==> src/hw/rtl/ssc_pkg.sv <==
// ----------------------------------------------------------------------------
// ssc_pkg - shared types, constants and band tables
// Measurement, configuration and charger status types, register indexes and
// the duty and power band lookups.
// ----------------------------------------------------------------------------
package ssc_pkg;

  localparam int unsigned CfgIdxW = 3;

  localparam logic [CfgIdxW-1:0] CfgAutoEnable   = 3'd0;
  localparam logic [CfgIdxW-1:0] CfgCarCtrl      = 3'd1;
  localparam logic [CfgIdxW-1:0] CfgCarStartW    = 3'd2;
  localparam logic [CfgIdxW-1:0] CfgCarStopW     = 3'd3;
  localparam logic [CfgIdxW-1:0] CfgS1RestMs     = 3'd4;
  localparam logic [CfgIdxW-1:0] CfgS2RestMs     = 3'd5;
  localparam logic [CfgIdxW-1:0] CfgCarGapMs     = 3'd6;

  localparam logic [9:0] DutyMax = 10'd1023;

  localparam logic [9:0] DutyBand [11] = '{
    10'd0, 10'd120, 10'd220, 10'd320, 10'd420, 10'd520,
    10'd620, 10'd720, 10'd820, 10'd920, 10'd980
  };
  localparam logic [9:0] PowLim [11] = '{
    10'd50, 10'd100, 10'd200, 10'd300, 10'd400, 10'd500,
    10'd600, 10'd700, 10'd800, 10'd900, 10'd950
  };
  localparam logic [9:0] PowVal [12] = '{
    10'd0, 10'd100, 10'd150, 10'd200, 10'd250, 10'd300,
    10'd350, 10'd400, 10'd450, 10'd500, 10'd550, 10'd600
  };

  typedef struct packed {
    logic signed [15:0] net_power;
    logic [31:0]        time_ms;
  } ssc_meas_t;

  typedef struct packed {
    logic               auto_enable;
    logic               car_ctrl_enable;
    logic signed [15:0] car_start_watts;
    logic signed [15:0] car_stop_watts;
    logic [31:0]        s1_rest_ms;
    logic [31:0]        s2_rest_ms;
    logic [31:0]        car_gap_ms;
  } ssc_cfg_t;

  // charger state as held before the current step
  typedef struct packed {
    logic       fixed_on;
    logic       regulated_on;
    logic [9:0] duty;
  } ssc_chg_status_t;

  // regulated charger power estimate from the duty
  function automatic logic [9:0] regulated_power(input logic [9:0] duty);
    logic [9:0] r;
    r = PowVal[11];
    for (int i = 10; i >= 0; i--) begin
      if (duty < PowLim[i]) r = PowVal[i];
    end
    return r;
  endfunction

  // s is twice the net power plus the current duty
  function automatic logic [9:0] duty_lookup(input logic signed [18:0] s);
    logic [9:0] r;
    r = DutyMax;
    for (int i = 10; i >= 0; i--) begin
      if (s < $signed(19'(100 * (i + 1)))) r = DutyBand[i];
    end
    return r;
  endfunction

endpackage

==> src/hw/rtl/ssc_car.sv <==
// ----------------------------------------------------------------------------
// ssc_car - car charge request logic
// Sample counters, hold-off timing and start/stop pulses for car charging.
// ----------------------------------------------------------------------------
module ssc_car (
  input  logic                     clk_i,
  input  logic                     rst_ni,
  input  logic                     step_i,
  input  ssc_pkg::ssc_meas_t       meas_i,
  input  ssc_pkg::ssc_cfg_t        cfg_i,
  input  ssc_pkg::ssc_chg_status_t chg_i,
  output logic                     start_req_o,
  output logic                     stop_req_o
);
  import ssc_pkg::*;

  logic [31:0] last_sw_q, last_sw_d;
  logic        charging_q, charging_d;
  logic [3:0]  high_cnt_q, high_cnt_d;
  logic [3:0]  low_cnt_q, low_cnt_d;
  logic [31:0] now_off;
  logic        gap_ok;
  logic        high_cond;

  assign now_off   = meas_i.time_ms + cfg_i.car_gap_ms;
  assign gap_ok    = (now_off - last_sw_q) > cfg_i.car_gap_ms;
  assign high_cond = chg_i.fixed_on && chg_i.regulated_on && (chg_i.duty == DutyMax)
                     && (meas_i.net_power > cfg_i.car_start_watts) && !charging_q;

  always_comb begin
    last_sw_d   = last_sw_q;
    charging_d  = charging_q;
    high_cnt_d  = high_cnt_q;
    low_cnt_d   = low_cnt_q;
    start_req_o = 1'b0;
    stop_req_o  = 1'b0;
    if (gap_ok) begin
      if (high_cond) begin
        if (high_cnt_q >= 4'd10 && cfg_i.car_ctrl_enable) begin
          start_req_o = 1'b1;
          last_sw_d   = now_off;
          charging_d  = 1'b1;
          high_cnt_d  = '0;
        end else if (high_cnt_q != 4'd15) begin
          high_cnt_d = high_cnt_q + 4'd1;
        end
      end else if ((meas_i.net_power < cfg_i.car_stop_watts) && charging_q
                   && cfg_i.car_ctrl_enable) begin
        if (low_cnt_q >= 4'd10) begin
          stop_req_o = 1'b1;
          last_sw_d  = now_off;
          charging_d = 1'b0;
          low_cnt_d  = '0;
        end else begin
          low_cnt_d = low_cnt_q + 4'd1;
        end
      end
    end
  end

  always_ff @(posedge clk_i or negedge rst_ni) begin
    if (!rst_ni) begin
      last_sw_q  <= '0;
      charging_q <= 1'b0;
      high_cnt_q <= '0;
      low_cnt_q  <= '0;
    end else if (step_i) begin
      last_sw_q  <= last_sw_d;
      charging_q <= charging_d;
      high_cnt_q <= high_cnt_d;
      low_cnt_q  <= low_cnt_d;
    end
  end

endmodule

==> src/hw/rtl/ssc_charge.sv <==
// ----------------------------------------------------------------------------
// ssc_charge - charger switching and duty
// Fixed and regulated charger state, switch timers, low-surplus and
// excess-wait timers, and the regulated charger duty.
// ----------------------------------------------------------------------------
module ssc_charge (
  input  logic                     clk_i,
  input  logic                     rst_ni,
  input  logic                     step_i,
  input  ssc_pkg::ssc_meas_t       meas_i,
  input  ssc_pkg::ssc_cfg_t        cfg_i,
  output ssc_pkg::ssc_chg_status_t stat_o,
  output ssc_pkg::ssc_chg_status_t next_o,
  output logic                     written_o
);
  import ssc_pkg::*;

  logic        s1_q, s1_d, s2_q, s2_d;
  logic [9:0]  duty_q, duty_d;
  logic        fs_vld_q, fs_vld_d, rs_vld_q, rs_vld_d;
  logic [31:0] fs_time_q, fs_time_d, rs_time_q, rs_time_d;
  logic        fl_vld_q, fl_vld_d, rl_vld_q, rl_vld_d, ew_vld_q, ew_vld_d;
  logic [31:0] fl_start_q, fl_start_d, rl_start_q, rl_start_d;
  logic [31:0] ew_start_q, ew_start_d;

  logic [31:0]        now;
  logic signed [16:0] n0, n1;
  logic signed [17:0] avail;
  logic signed [18:0] duty_sum;
  logic               done;

  assign now   = meas_i.time_ms;
  assign n0    = {meas_i.net_power[15], meas_i.net_power};
  assign avail = {{2{meas_i.net_power[15]}}, meas_i.net_power}
                 + (s2_q ? {8'b0, regulated_power(duty_q)} : 18'sd0);

  always_comb begin
    s1_d = s1_q;  s2_d = s2_q;  duty_d = duty_q;
    fs_vld_d = fs_vld_q;  fs_time_d = fs_time_q;
    rs_vld_d = rs_vld_q;  rs_time_d = rs_time_q;
    fl_vld_d = fl_vld_q;  fl_start_d = fl_start_q;
    rl_vld_d = rl_vld_q;  rl_start_d = rl_start_q;
    ew_vld_d = ew_vld_q;  ew_start_d = ew_start_q;
    n1 = n0;
    done = 1'b0;
    written_o = 1'b0;

    if (cfg_i.auto_enable) begin
      if ((!s1_q && n0 > 17'sd600) || (s1_q && n0 > 17'sd0)) fl_vld_d = 1'b0;
      if (!fs_vld_q || (now - fs_time_q) > cfg_i.s1_rest_ms) begin
        if (!s1_q) begin
          if (avail > 18'sd600) begin
            if (!ew_vld_q) begin
              ew_vld_d   = 1'b1;
              ew_start_d = now;
            end
            if ((now - ew_start_d) > 32'd60000) begin
              n1 = n0 - 17'sd600;
              s1_d = 1'b1;
              fs_vld_d = 1'b1;
              fs_time_d = now;
              done = s2_q;
            end
          end else begin
            ew_vld_d = 1'b0;
          end
        end else if (n0 < -17'sd300) begin
          if (!fl_vld_d) begin
            fl_vld_d   = 1'b1;
            fl_start_d = now;
          end
          if ((now - fl_start_d) > 32'd60000) begin
            n1 = n0 + 17'sd600;
            s1_d = 1'b0;
            ew_vld_d = 1'b0;
            fs_vld_d = 1'b1;
            fs_time_d = now;
          end
        end
      end

      if (!done) begin
        if (n1 > 17'sd0) rl_vld_d = 1'b0;
        if (!rs_vld_q || (now - rs_time_q) > cfg_i.s2_rest_ms) begin
          if (!s2_q) begin
            if (n1 > 17'sd30) begin
              s2_d = 1'b1;
              rs_vld_d = 1'b1;
              rs_time_d = now;
              done = 1'b1;
            end
          end else if (n1 < -17'sd100) begin
            if (!rl_vld_d) begin
              rl_vld_d   = 1'b1;
              rl_start_d = now;
            end
            if ((now - rl_start_d) > 32'd300000) begin
              s2_d = 1'b0;
              rs_vld_d = 1'b1;
              rs_time_d = now;
            end
          end
        end
      end
    end

    duty_sum = $signed({n1[16], n1, 1'b0}) + $signed({9'b0, duty_q});
    if (!done && s2_d) begin
      duty_d = duty_lookup(duty_sum);
      written_o = 1'b1;
    end
  end

  assign stat_o = '{fixed_on: s1_q, regulated_on: s2_q, duty: duty_q};
  assign next_o = '{fixed_on: s1_d, regulated_on: s2_d, duty: duty_d};

  always_ff @(posedge clk_i or negedge rst_ni) begin
    if (!rst_ni) begin
      s1_q     <= 1'b0;
      s2_q     <= 1'b0;
      duty_q   <= '0;
      fs_vld_q <= 1'b0;
      rs_vld_q <= 1'b0;
      fl_vld_q <= 1'b0;
      rl_vld_q <= 1'b0;
      ew_vld_q <= 1'b0;
    end else if (step_i) begin
      s1_q     <= s1_d;
      s2_q     <= s2_d;
      duty_q   <= duty_d;
      fs_vld_q <= fs_vld_d;
      rs_vld_q <= rs_vld_d;
      fl_vld_q <= fl_vld_d;
      rl_vld_q <= rl_vld_d;
      ew_vld_q <= ew_vld_d;
    end
  end

  always_ff @(posedge clk_i) begin
    if (step_i) begin
      fs_time_q  <= fs_time_d;
      rs_time_q  <= rs_time_d;
      fl_start_q <= fl_start_d;
      rl_start_q <= rl_start_d;
      ew_start_q <= ew_start_d;
    end
  end

endmodule

==> src/hw/rtl/solar_surplus_charger_switch.sv <==
// ----------------------------------------------------------------------------
// solar_surplus_charger_switch - surplus-driven charger control
// Input register, single-pass step logic and result register.
// ----------------------------------------------------------------------------
// One measurement is accepted per clock while the step is not stalled, and
// each gives one result: it waits in the input register, then the step logic
// (charger rules, band lookups, car counters) writes the state and the result
// register together. A held result stalls the step, and a full input
// register then takes nothing. Configuration writes are taken every cycle.
module solar_surplus_charger_switch (
  input  logic               clk_i,
  input  logic               rst_ni,
  input  logic               in_valid_i,
  output logic               in_ready_o,
  input  logic signed [15:0] net_power_i,
  input  logic [31:0]        time_ms_i,
  output logic               out_valid_o,
  input  logic               out_ready_i,
  output logic               fixed_on_o,
  output logic               regulated_on_o,
  output logic [9:0]         duty_level_o,
  output logic               duty_written_o,
  output logic               car_start_req_o,
  output logic               car_stop_req_o,
  input  logic               cfg_valid_i,
  output logic               cfg_ready_o,
  input  logic [ssc_pkg::CfgIdxW-1:0] cfg_index_i,
  input  logic [31:0]        cfg_data_i
);
  import ssc_pkg::*;

  ssc_cfg_t        cfg_q, cfg_d;
  ssc_meas_t       meas_q;
  logic            in_vld_q, out_vld_q;
  logic            step;
  ssc_chg_status_t stat, nxt;
  logic            written, start_req, stop_req;

  assign step        = in_vld_q && (!out_vld_q || out_ready_i);
  assign in_ready_o  = !in_vld_q || step;
  assign cfg_ready_o = 1'b1;

  always_comb begin
    cfg_d = cfg_q;
    if (cfg_valid_i) begin
      case (cfg_index_i)
        CfgAutoEnable: cfg_d.auto_enable     = cfg_data_i[0];
        CfgCarCtrl:    cfg_d.car_ctrl_enable = cfg_data_i[0];
        CfgCarStartW:  cfg_d.car_start_watts = cfg_data_i[15:0];
        CfgCarStopW:   cfg_d.car_stop_watts  = cfg_data_i[15:0];
        CfgS1RestMs:   cfg_d.s1_rest_ms      = cfg_data_i;
        CfgS2RestMs:   cfg_d.s2_rest_ms      = cfg_data_i;
        CfgCarGapMs:   cfg_d.car_gap_ms      = cfg_data_i;
        default:       cfg_d = cfg_q;
      endcase
    end
  end

  always_ff @(posedge clk_i or negedge rst_ni) begin
    if (!rst_ni) begin
      cfg_q.auto_enable     <= 1'b1;
      cfg_q.car_ctrl_enable <= 1'b0;
      cfg_q.car_start_watts <= 16'sd500;
      cfg_q.car_stop_watts  <= -16'sd1000;
      cfg_q.s1_rest_ms      <= 32'd60000;
      cfg_q.s2_rest_ms      <= 32'd60000;
      cfg_q.car_gap_ms      <= 32'd600000;
      in_vld_q              <= 1'b0;
      out_vld_q             <= 1'b0;
    end else begin
      cfg_q <= cfg_d;
      if (in_valid_i && in_ready_o) begin
        in_vld_q <= 1'b1;
      end else if (step) begin
        in_vld_q <= 1'b0;
      end
      if (step) begin
        out_vld_q <= 1'b1;
      end else if (out_ready_i) begin
        out_vld_q <= 1'b0;
      end
    end
  end

  always_ff @(posedge clk_i) begin
    if (in_valid_i && in_ready_o) begin
      meas_q.net_power <= net_power_i;
      meas_q.time_ms   <= time_ms_i;
    end
    if (step) begin
      fixed_on_o      <= nxt.fixed_on;
      regulated_on_o  <= nxt.regulated_on;
      duty_level_o    <= nxt.duty;
      duty_written_o  <= written;
      car_start_req_o <= start_req;
      car_stop_req_o  <= stop_req;
    end
  end

  assign out_valid_o = out_vld_q;

  ssc_charge u_charge (
    .clk_i     (clk_i),
    .rst_ni    (rst_ni),
    .step_i    (step),
    .meas_i    (meas_q),
    .cfg_i     (cfg_q),
    .stat_o    (stat),
    .next_o    (nxt),
    .written_o (written)
  );

  ssc_car u_car (
    .clk_i       (clk_i),
    .rst_ni      (rst_ni),
    .step_i      (step),
    .meas_i      (meas_q),
    .cfg_i       (cfg_q),
    .chg_i       (stat),
    .start_req_o (start_req),
    .stop_req_o  (stop_req)
  );

endmodule

==> config.mk <==
export PLATFORM = sky130hd
export DESIGN_NAME = solar_surplus_charger_switch
export DESIGN_NICKNAME = d
export VERILOG_FILES = /design/src/hw/rtl/ssc_pkg.sv /design/src/hw/rtl/ssc_car.sv /design/src/hw/rtl/ssc_charge.sv /design/src/hw/rtl/solar_surplus_charger_switch.sv
export SDC_FILE = /design/constraint.sdc
export NUM_CORES = 1
export LEC_CHECK = 0
export BUFFER_PORTS_ARGS = -buffer_cell sky130_fd_sc_hd__buf_2
export CAP_MARGIN = 20
export CORE_MARGIN = 2
export CORE_UTILIZATION = 55
export CTS_CLUSTER_DIAMETER = 120
export DETAILED_ROUTE_END_ITERATION = 12
export PLACE_DENSITY = 0.8
export SYNTH_ARGS = -nofsm -noshare
export SYNTH_HDL_FRONTEND = slang
export SYNTH_SLANG_ARGS = --single-unit
export TNS_END_PERCENT = 100
==> constraint.sdc <==
create_clock -name clk_i -period 23.4 [get_ports clk_i]
set_input_delay 4.68 -clock clk_i [delete_from_list [all_inputs] [get_ports clk_i]]
set_output_delay 4.68 -clock clk_i [all_outputs]
set_load 0.03 [all_outputs]
# --- Yosys cells after proc, flatten, opt, wreduce, memory -nomap -nowiden ---
# Index checks and enable logic that the tools add are counted.
op_classes:
  add_sub_neg: 13
  order_cmp: 39
  eq_ne: 13
  muxes: 122
  n_bitwise: 5
  reduce_logical: 53
ops:
  columns: ["op", "count"]
  rows:
  - ["two-way mux 32 bit", 29]
  - ["subtractor 32 bit", 6]
  - ["two-way mux 10 bit", 17]
  - ["two-way mux 17 bit", 8]
  - ["> comparator 32 bit", 3]
  - ["less-than comparator 19 x 11 -> 1 bit (second input constant)", 5]
  - ["> comparator 32 x 16 -> 1 bit (second input constant)", 2]
  - ["two-way mux 1 bit", 58]
  - ["less-than comparator 19 x 10 -> 1 bit (second input constant)", 3]
  - ["less-than comparator 10 bit (second input constant)", 5]
  - ["adder 32 bit", 1]
  - ["> comparator 32 x 19 -> 1 bit (second input constant)", 1]
  - ["less-than comparator 10 x 9 -> 1 bit (second input constant)", 3]
  - ["two-way mux 9 bit", 3]
  - ["AND reduction 5 bit", 4]
  - ["adder 18 x 11 -> 19 bit", 1]
  - ["less-than comparator 19 x 12 -> 1 bit (second input constant)", 1]
  - ["less-than comparator 19 x 8 -> 1 bit (second input constant)", 1]
  - ["less-than comparator 19 x 9 -> 1 bit (second input constant)", 1]
  - ["> comparator 18 x 11 -> 1 bit (second input constant)", 1]
  - ["AND reduction 2 bit", 9]
  - ["adder 16 x 11 -> 17 bit", 1]
  - ["adder 16 x 11 -> 17 bit (second input constant)", 1]
  - ["> comparator 17 x 1 -> 1 bit (second input constant)", 1]
  - ["other kinds (34)", 80]
word_totals:
  reg_bits: 413
  in_bits: 88
  wordCells: 279

# --- Logic depth before layout (Yosys ltp) ---
# Gate-level depths: netlist of the first run.
logic_depth:
  depth_word: 46
  ltp_mapped: 65
  depth_no_buf: 62

# --- By module ---
# A second synthesis of the first run with hierarchy kept.
hier_totals:
  hier_cells: 3631
  area_unflattened_um2: 34312.9
by_module_without_submodules:
  columns: ["module", "instances", "cells_per_inst", "area_per_inst_um2", "seq_area_each_um2"]
  rows:
  - ["ssc_charge", 1, 2448, 20447.1, 5230.0]
  - ["solar_surplus_charger_switch", 1, 354, 7083.0, 5241.3]
  - ["ssc_car", 1, 829, 6782.8, 1026.0]

# --- Least setup slack after synthesis of the first run ---
# OpenSTA, ideal clock, no wires.
synth_timing:
  kind: "reg2reg"
  startpoint: "register meas_q[0] (netlist name)"
  endpoint: "register u_charge.rs_time_q[0] (enable)"
  setup_ps: 421
  t_arrival_ps: 13263
  path_slack_ps: 9716
  path_stages_with_launch: 62
  n_path_buf: 3
  path_cell_list: "edfxtp_1 -> inv_1 -> ha_1 -> inv_1 -> fa_1 -> a21o_1 -> a21oi_1 -> o21ai_0 -> a21oi_1 -> o21ai_0 -> a21oi_1 -> o21ai_0 -> a21oi_1 -> o21ai_0 -> a21oi_1 -> o21ai_0 -> a21oi_1 -> o21ai_0 -> [26 not listed] -> mux2i_1 -> fa_1 -> a21o_1 -> a21oi_1 -> nor2b_1 -> o21ai_0 -> nand2b_1 -> a21oi_1 -> a21oi_1 -> a311oi_2 -> nor4_1 -> or4_1 -> a32oi_1 -> o221ai_1 -> or3_1 -> nand4_1 -> a21oi_1 -> nor2_1"
synth_between:
  elab_chain_cells: 26
  word_cells_on_any_way: 51
  classes_between: "5 x add/sub; 8 x order compare; 2 x eq/ne; 31 x mux; 1 x bitwise; 4 x reduce/logical"
synth_rtl:
  columns: ["item", "line_no", "rtl"]
  rows:
  - ["start: declaration", "solar_surplus_charger_switch.sv:33", "ssc_meas_t meas_q;"]
  - ["two-way mux 32 bit (on tied branches)", "ssc_charge.sv:53, ssc_charge.sv:68", null]
  - ["two-way mux 32 bit (on tied branches)", "ssc_charge.sv:52, ssc_charge.sv:67", null]
  - ["two-way mux 32 bit", "ssc_charge.sv:51", "if (!s1_q) begin"]
  - ["two-way mux 32 bit", "ssc_charge.sv:50", "if (!fs_vld_q || (now - fs_time_q) > cfg_i.s1_rest_ms) begin"]
  - ["two-way mux 32 bit", "ssc_charge.sv:48", "if (cfg_i.auto_enable) begin"]
  - ["subtractor 32 bit (on tied branches)", "ssc_charge.sv:57, ssc_charge.sv:72", null]
  - ["> comparator 32 x 16 -> 1 bit (on tied branches)", "ssc_charge.sv:57, ssc_charge.sv:72", null]
  - ["two-way mux 17 bit (on tied branches)", "ssc_charge.sv:57, ssc_charge.sv:72", null]
  - ["[10 not listed]", null, null]
  - ["two-way mux 32 bit", "ssc_charge.sv:85", "if (!s2_q) begin"]
  - ["two-way mux 32 bit", "ssc_charge.sv:84", "if (!rs_vld_q || (now - rs_time_q) > cfg_i.s2_rest_ms) begin"]
  - ["two-way mux 32 bit", "ssc_charge.sv:82", "if (!done) begin"]
  - ["two-way mux 32 bit", "ssc_charge.sv:48", null]
  - ["subtractor 32 bit", "ssc_charge.sv:97", "if ((now - rl_start_d) > 32'd300000) begin"]
  - ["> comparator 32 x 19 -> 1 bit", "ssc_charge.sv:97", null]
  - ["!= test 2 bit (no source line)", null, null]
  - ["AND reduction 7 bit (no source line) *", null, null]
  - ["end signal: assignment", "ssc_charge.sv:142", "rs_time_q <= rs_time_d;"]
  - ["end: declaration", "ssc_charge.sv:21", "logic [31:0] fs_time_q, fs_time_d, rs_time_q, rs_time_d;"]
# Every way passes the cells marked *; elsewhere a longest branch is shown, timed or not. The select of a mux whose other input is x is not followed.
# A chain may end at the register's enable or synchronous reset.

==> results of run 1 <==
-- stage by stage --
| stage | util, % | setup WS [ns] |
|---|---|---|
| final | 61.5 | 8.00 |
| after global routing | 61.4 | 6.74 |
| after CTS | 61.4 | 8.11 |
| after detailed placement | 58.2 | 8.26 |
| after global placement | 58.2 | 8.70 |
| after floorplan | - | 9.72 |
-- where the power goes --
group	internal [mW]	leakage (nW)	total [mW]	switching (mW)
combinational	0.814	11.2	1.98	1.17
sequential	0.894	4.34	0.977	0.0836
clock	0.570	0.953	0.914	0.344
total	2.28	16.5	3.87	1.59
-- critical path: cells and delay by family, from the launching register on --
family / cells / cell delay, ns
compound gates: 34 / 8.23
simple gates: 17 / 3.53
fa+ha+maj: 5 / 1.52
buf+inv: 4 / 0.87
flops: 1 / 0.45
mux: 1 / 0.40
xor+xnor: 1 / 0.09
-- final timing paths --
check	endpoint	cells after the start	slack (ns)
min in group asynchronous	u_car.last_sw_q[14]	1	4.05
max	duty_level_o[3]	62	8.00
min	out_valid_o	1	0.49
max in group asynchronous	u_car.low_cnt_q[0]	3	17.23
max reg2reg	duty_level_o[3]	62	8.00
min reg2reg	out_valid_o	1	0.49
-- sequential cells by signal (all words and copies together) (netlist names), 32 cells and up --
signal               flops
meas_q                  48
u_charge.fl_start_q     32
u_charge.rs_time_q      32
u_charge.rl_start_q     32
u_charge.ew_start_q     32
u_charge.fs_time_q      32
cfg_q                  130
u_car.last_sw_q         32
-- cell type report --
type / count / area [um^2] / share of cell area [%]
sequential: 413 / 11500 / 31.0
antenna: 1 / 2.50 / 0.00675
clock inverter: 35 / 526 / 1.42
timing repair buffer: 149 / 867 / 2.34
clock buffer: 59 / 1420 / 3.83
inverter: 448 / 1680 / 4.53
multi-input combinational: 2751 / 20100 / 54.2
tap: 782 / 978 / 2.64
-- cell families (layout without fill, tap and decap cells) --
group                      Yosys count  count (layout)  synth area share, %
other                                1               2               0.0111
adders and majority gates          371             371                 14.0
and+or+nand+nor                    985             985                 14.5
DFF                                413             413                 34.2
xor gates and xnor gates           165             165                 4.34
buffers and inverters              548             691                 6.17
AOI/OAI and AO/OA                  993             993                 19.3
muxes                              236             236                 7.60
-- placed cells by master (no fill, tap or decap), drive strengths merged, types with 38 or more instances in the layout --
| master | Yosys | final |
|---|---|---|
| inv | 448 | 453 |
| ha | 361 | 361 |
| nand2 | 259 | 259 |
| a21oi | 258 | 258 |
| nor2 | 253 | 253 |
| o21ai | 251 | 251 |
| edfxtp | 223 | 223 |
| dfrtp | 153 | 153 |
| buf | 20 | 148 |
| mux2 | 135 | 135 |
| xnor2 | 123 | 123 |
| mux2i | 101 | 101 |
| a21o | 90 | 90 |
| nor3 | 74 | 74 |
| nand3 | 73 | 73 |
| clkbuf | 80 | 60 |
| nand2b | 58 | 58 |
| nor2b | 53 | 53 |
| nand4 | 50 | 50 |
| o21bai | 45 | 45 |
| o21a | 44 | 44 |
| xor2 | 41 | 41 |
| a21boi | 38 | 38 |
-- per-layer routing --
layer | share of wire, % | wire length, um
met1 | 42 | 38700
met2 | 46 | 42700
met3 | 6.9 | 6330
met4 | 4.9 | 4510
met5 | 0.0098 | 9
==> flow_metrics.tcl, run 1 <==
set metrics [dict create \
    cts_hold_buf 0 \
    rows 90 \
    post-route-drc-count 0 \
    worstPathMaxFanout 37 \
    fillerInstances 5036 \
    grt_use_met2_pct 48.4 \
    status "finished, final reports clean" \
    yosysTopAreaCell "edfxtp_1" \
    ys_warn_count 0 \
    grt_pass1_wl_mm 145 \
    cts_made_buffers 50 \
    slowest_delay_ns 0.60 \
    finClkSkew_ns 0.0234 \
    yosys-top-cells-area "edfxtp_1 (20%), ha_1 (13%), dfrtp_1 (11%)" \
    io_pins 106 \
    drv_slew 0 \
    finalHoldViolations 0 \
    syn_area_um2 33600 \
    synth_edf_count 223 \
    gp_congestion 0.946 \
    clkTransAtPathRegs_ns 0.06 \
    power_density_nw_per_um2 104 \
    period_needed_ns 15.40 \
    core_area_um2 60400 \
    fin_area_um2 37100 \
    layout.nets 4271 \
    design.die.area_um2 63200 \
    r2r_start "meas_q[0]" \
    crit_path_frequent_cell "a21oi_1" \
    firstDrtPassIters 6 \
    fmax_ghz 0.0649 \
    synth_nets 4170 \
    wire_per_inst_um 19.9 \
    postRouteWirelength_mm 92.3 \
    setup_viol 0 \
    placedCellCount 4543 \
    cts_tree "done" \
    power_mw 3.87 \
    netlist_instances 3712 \
    detail_route.vias_per_cell 6.09 \
    cts_resized 0 \
    first_global_vias 27300 \
    grt_max_degree 70 \
    vias 28300 \
    drt_iter0_drc 2455 \
    overflow 0 \
    rsz0062_at_grt "no" \
    post-route-period-util_pct 65.8 \
    cellLeakagePower_nw 16.5 \
    h-tree-depth 2 \
    slew_headroom_pct 27.6 \
    final.setup.tns_ns 0 \
    syn2layout_area_growth_pct 10.3 \
    track_usage_pct 28.8 \
    dieHeight_um 251 \
    clock_latency_ns 0.62 \
    synth_async_sr_flop_share_pct 46.0 \
    crit_arrival_ns 15.76 \
    worstSetupStartpointType "flop" \
    synth_common_cells "inv_1 (448), ha_1 (361), nand2_1 (259), a21oi_1 (255), nor2_1 (253)" \
    antenna_found_initial 4 \
    avgSynthCellArea_um2 9.06 \
    start_util_pct 55.7 \
    worstSetupStartpoint "meas_q[0]" \
    ys_seq_area_share_pct 34.2 \
    root_buffer "clkbuf_16" \
    tightestPinTransition_ns 1.07 \
    synth_cell_types 111 \
    clock-sinks 413 \
    cts_buffer_depth 3 \
    io_buffers 104 \
    worstPathRequired_ns 23.76 \
    path_class "reg -> reg" \
    hold_start "in_vld_q" \
    post_cts_buffers 0 \
    synth-seq-cells 413 \
    busiest_layer "met2" \
    maxCapViolations 0 \
    ir_drop_v 0.0000700 \
    min_path_type "reg -> reg" \
    post-synth-top-count-cell "inv_1" \
    crit_path_end_kind "flop" \
    whs_ns 0.487 \
    met1_usage_pct 36.1 \
    met3_usage_pct 4.90 \
    yosysTopAreaCellShare_pct 19.9 \
    dominantRegCellSynth "edfxtp_1" \
    postPlaceCellArea_um2 35100 \
    dp_hpwl_mm 67.2 \
    layout.cells.non_filler 4638 \
    antenna_left 0 \
    crit_slowest_cell "o311ai_0" \
    drive_gt1_share_pct 12.5 \
    die_width_um 251 \
]
Power figures use the tool's default switching activity.
==> inputs of run 2 (changes only) <==
==> constraint.sdc (replaced) <==
create_clock -name clk_i -period 14.8 [get_ports clk_i]
set_input_delay 2.96 -clock clk_i [delete_from_list [all_inputs] [get_ports clk_i]]
set_output_delay 2.96 -clock clk_i [all_outputs]
set_load 0.03 [all_outputs]
==> flow_metrics.tcl, run 2 (synthesis results as in run 1) <==
set metrics [dict create \
    start_util_pct 55.7 \
    worstPathRequired_ns 15.07 \
    drt_iter0_drc 2122 \
    maxCapViolations 0 \
    whs_ns 0.486 \
    period_needed_ns 13.57 \
    largest_reg_flops 130 \
    root_buffer "clkbuf_16" \
    clock_latency_ns 0.62 \
    final.setup.tns_ns 0 \
    mostFrequentLayoutCell "inv_1" \
    whs_path_depth 1 \
    cts_made_buffers 50 \
    finClkSkew_ns 0.0268 \
    dieHeight_um 251 \
    fmax_ghz 0.0737 \
    crit_slowest_cell "or4_1" \
    worstSetupStartpointType "flop" \
    path_buf_inv 5 \
    ir_drop_v 0.000101 \
    setup_viol 0 \
    layout_common_cells "inv_1 (447), ha_1 (361), nand2_1 (257), a21oi_1 (253), nor2_1 (249)" \
    crit_path_end_kind "flop" \
    postRouteWirelength_mm 90.3 \
    status "finished, final reports clean" \
    min_path_type "reg -> reg" \
    gp_congestion 0.952 \
    setup_ws_ns 1.23 \
    die_width_um 251 \
    crit_cells 64 \
    cellLeakagePower_nw 16.4 \
    antenna_left 0 \
    reg_top3 "cfg_q (130), meas_q (48)" \
    cts_tree "done" \
    wire_per_inst_um 19.4 \
    path_class "reg -> reg" \
    design.die.area_um2 63200 \
    vias 28200 \
    crit_path_frequent_cell "a21oi_1" \
    top_register "cfg_q" \
    critPathTopFamily "compound AO/OA/AOI/OAI gates" \
    overflow 0 \
    io_pins 106 \
    rsz0062_at_grt "no" \
    finalHoldViolations 0 \
    layout.nets 4286 \
    clock-sinks 413 \
    fin_area_um2 37000 \
    cts_hold_buf 0 \
    slew_headroom_pct 33.4 \
    r2r_cells 64 \
    power_density_nw_per_um2 161 \
    detail_route.vias_per_cell 6.05 \
    io_buffers 104 \
    rows 90 \
    postPlaceCellArea_um2 35200 \
    worstPathMaxFanout 32 \
    antenna_found_initial 3 \
    clkTransAtPathRegs_ns 0.06 \
    tightestPinTransition_ns 0.986 \
    track_usage_pct 28.7 \
    grt_pass1_wl_mm 145 \
    crit_arrival_ns 13.84 \
    first_global_vias 27300 \
    grt_max_degree 74 \
    post-route-drc-count 0 \
    slowest_delay_ns 0.49 \
    h-tree-depth 2 \
    syn2layout_area_growth_pct 10.0 \
    post-route-period-util_pct 91.7 \
    drv_slew 0 \
    core_area_um2 60400 \
    drive_gt1_share_pct 12.7 \
    firstDrtPassIters 5 \
    dp_hpwl_mm 66.4 \
    cts_buffer_depth 3 \
    place_ws_ns 0.352 \
]
run 2: cell count changes in the layout (fill, tap and decap cells not counted), moves of 2 or more:
cell and change:
clkinv_4 -3, bufinv_16 -6, clkbuf_16 -4, clkbuf_1 +14
buf_4 +13, inv_6 -2, clkinv_1 +3, clkinv_2 -4
run 2: routing by layer:
metal / global-route usage, % / vias to the layer above / part of all wire (%)
li1: - / 13600 / -
met1: 37.4 / 13500 / 43
met5: 0 / - / 0
met2: 48.0 / 881 / 46
met3: 3.92 / 190 / 6.5
met4: 11.8 / 0 / 4.3
run 2: final timing paths:
| check | from | end | slack, ns |
|---|---|---|---|
| setup / recovery | meas_q[0] | u_charge.rs_time_q[3] | 1.23 |
| hold / removal | in_vld_q | out_valid_o | 0.49 |
| max in group asynchronous | rst_ni | cfg_q[112] | 10.35 |
| setup reg to reg | meas_q[0] | u_charge.rs_time_q[3] | 1.23 |
| min in group asynchronous | rst_ni | u_car.last_sw_q[14] | 2.32 |
| hold reg to reg | in_vld_q | out_valid_o | 0.49 |
run 2: final cells by class:
cell class | count | area [um^2]
Antenna cell | 1 | 2.50
Tap cell | 782 | 978
Fill cell | 5115 | 23300
Clock buffer | 70 | 1390
Timing Repair Buffer | 164 | 996
Clock inverter | 24 | 295
Multi-Input combinational cell | 2751 | 20200
Inverter | 448 | 1680
Sequential cell | 413 | 11500
run 2: timing repair:
action	4_1_cts	5_1_grt
resized for setup	0	13
buffers inserted	0	8
endpoints found under the hold margin	0	0
setup endpoints to repair	0	56
run 2: stage by stage:
step | std cells | power (mW) | utilization (%)
final | 4653 | 5.95 | 61.3
after global routing | 4652 | 6.42 | 61.3
after CTS | 4644 | 5.91 | 61.1
after detailed placement | 4550 | 4.60 | 58.3
after global placement | 4550 | 4.52 | 58.3
after floorplan | 3712 | 3.90 | -
run 2: worst register-to-register path: cells and delay by family (launching register included):
| family | cells | cell delay [ns] |
|---|---|---|
| buffers and inverters | 5 | 0.77 |
| AND/OR/NAND/NOR | 17 | 3.21 |
| adder cells (fa/ha/maj) | 5 | 1.48 |
| flip-flops | 1 | 0.47 |
| XOR/XNOR | 1 | 0.09 |
| AO/OA/AOI/OAI | 36 | 7.19 |
run 2: power by group:
part | leakage, nW | switching, mW | internal [mW] | total (mW)
Combinational | 11.3 | 1.84 | 1.30 | 3.14
Clock | 0.812 | 0.514 | 0.760 | 1.27
Sequential | 4.34 | 0.126 | 1.41 | 1.54
Total | 16.4 | 2.48 | 3.47 | 5.95
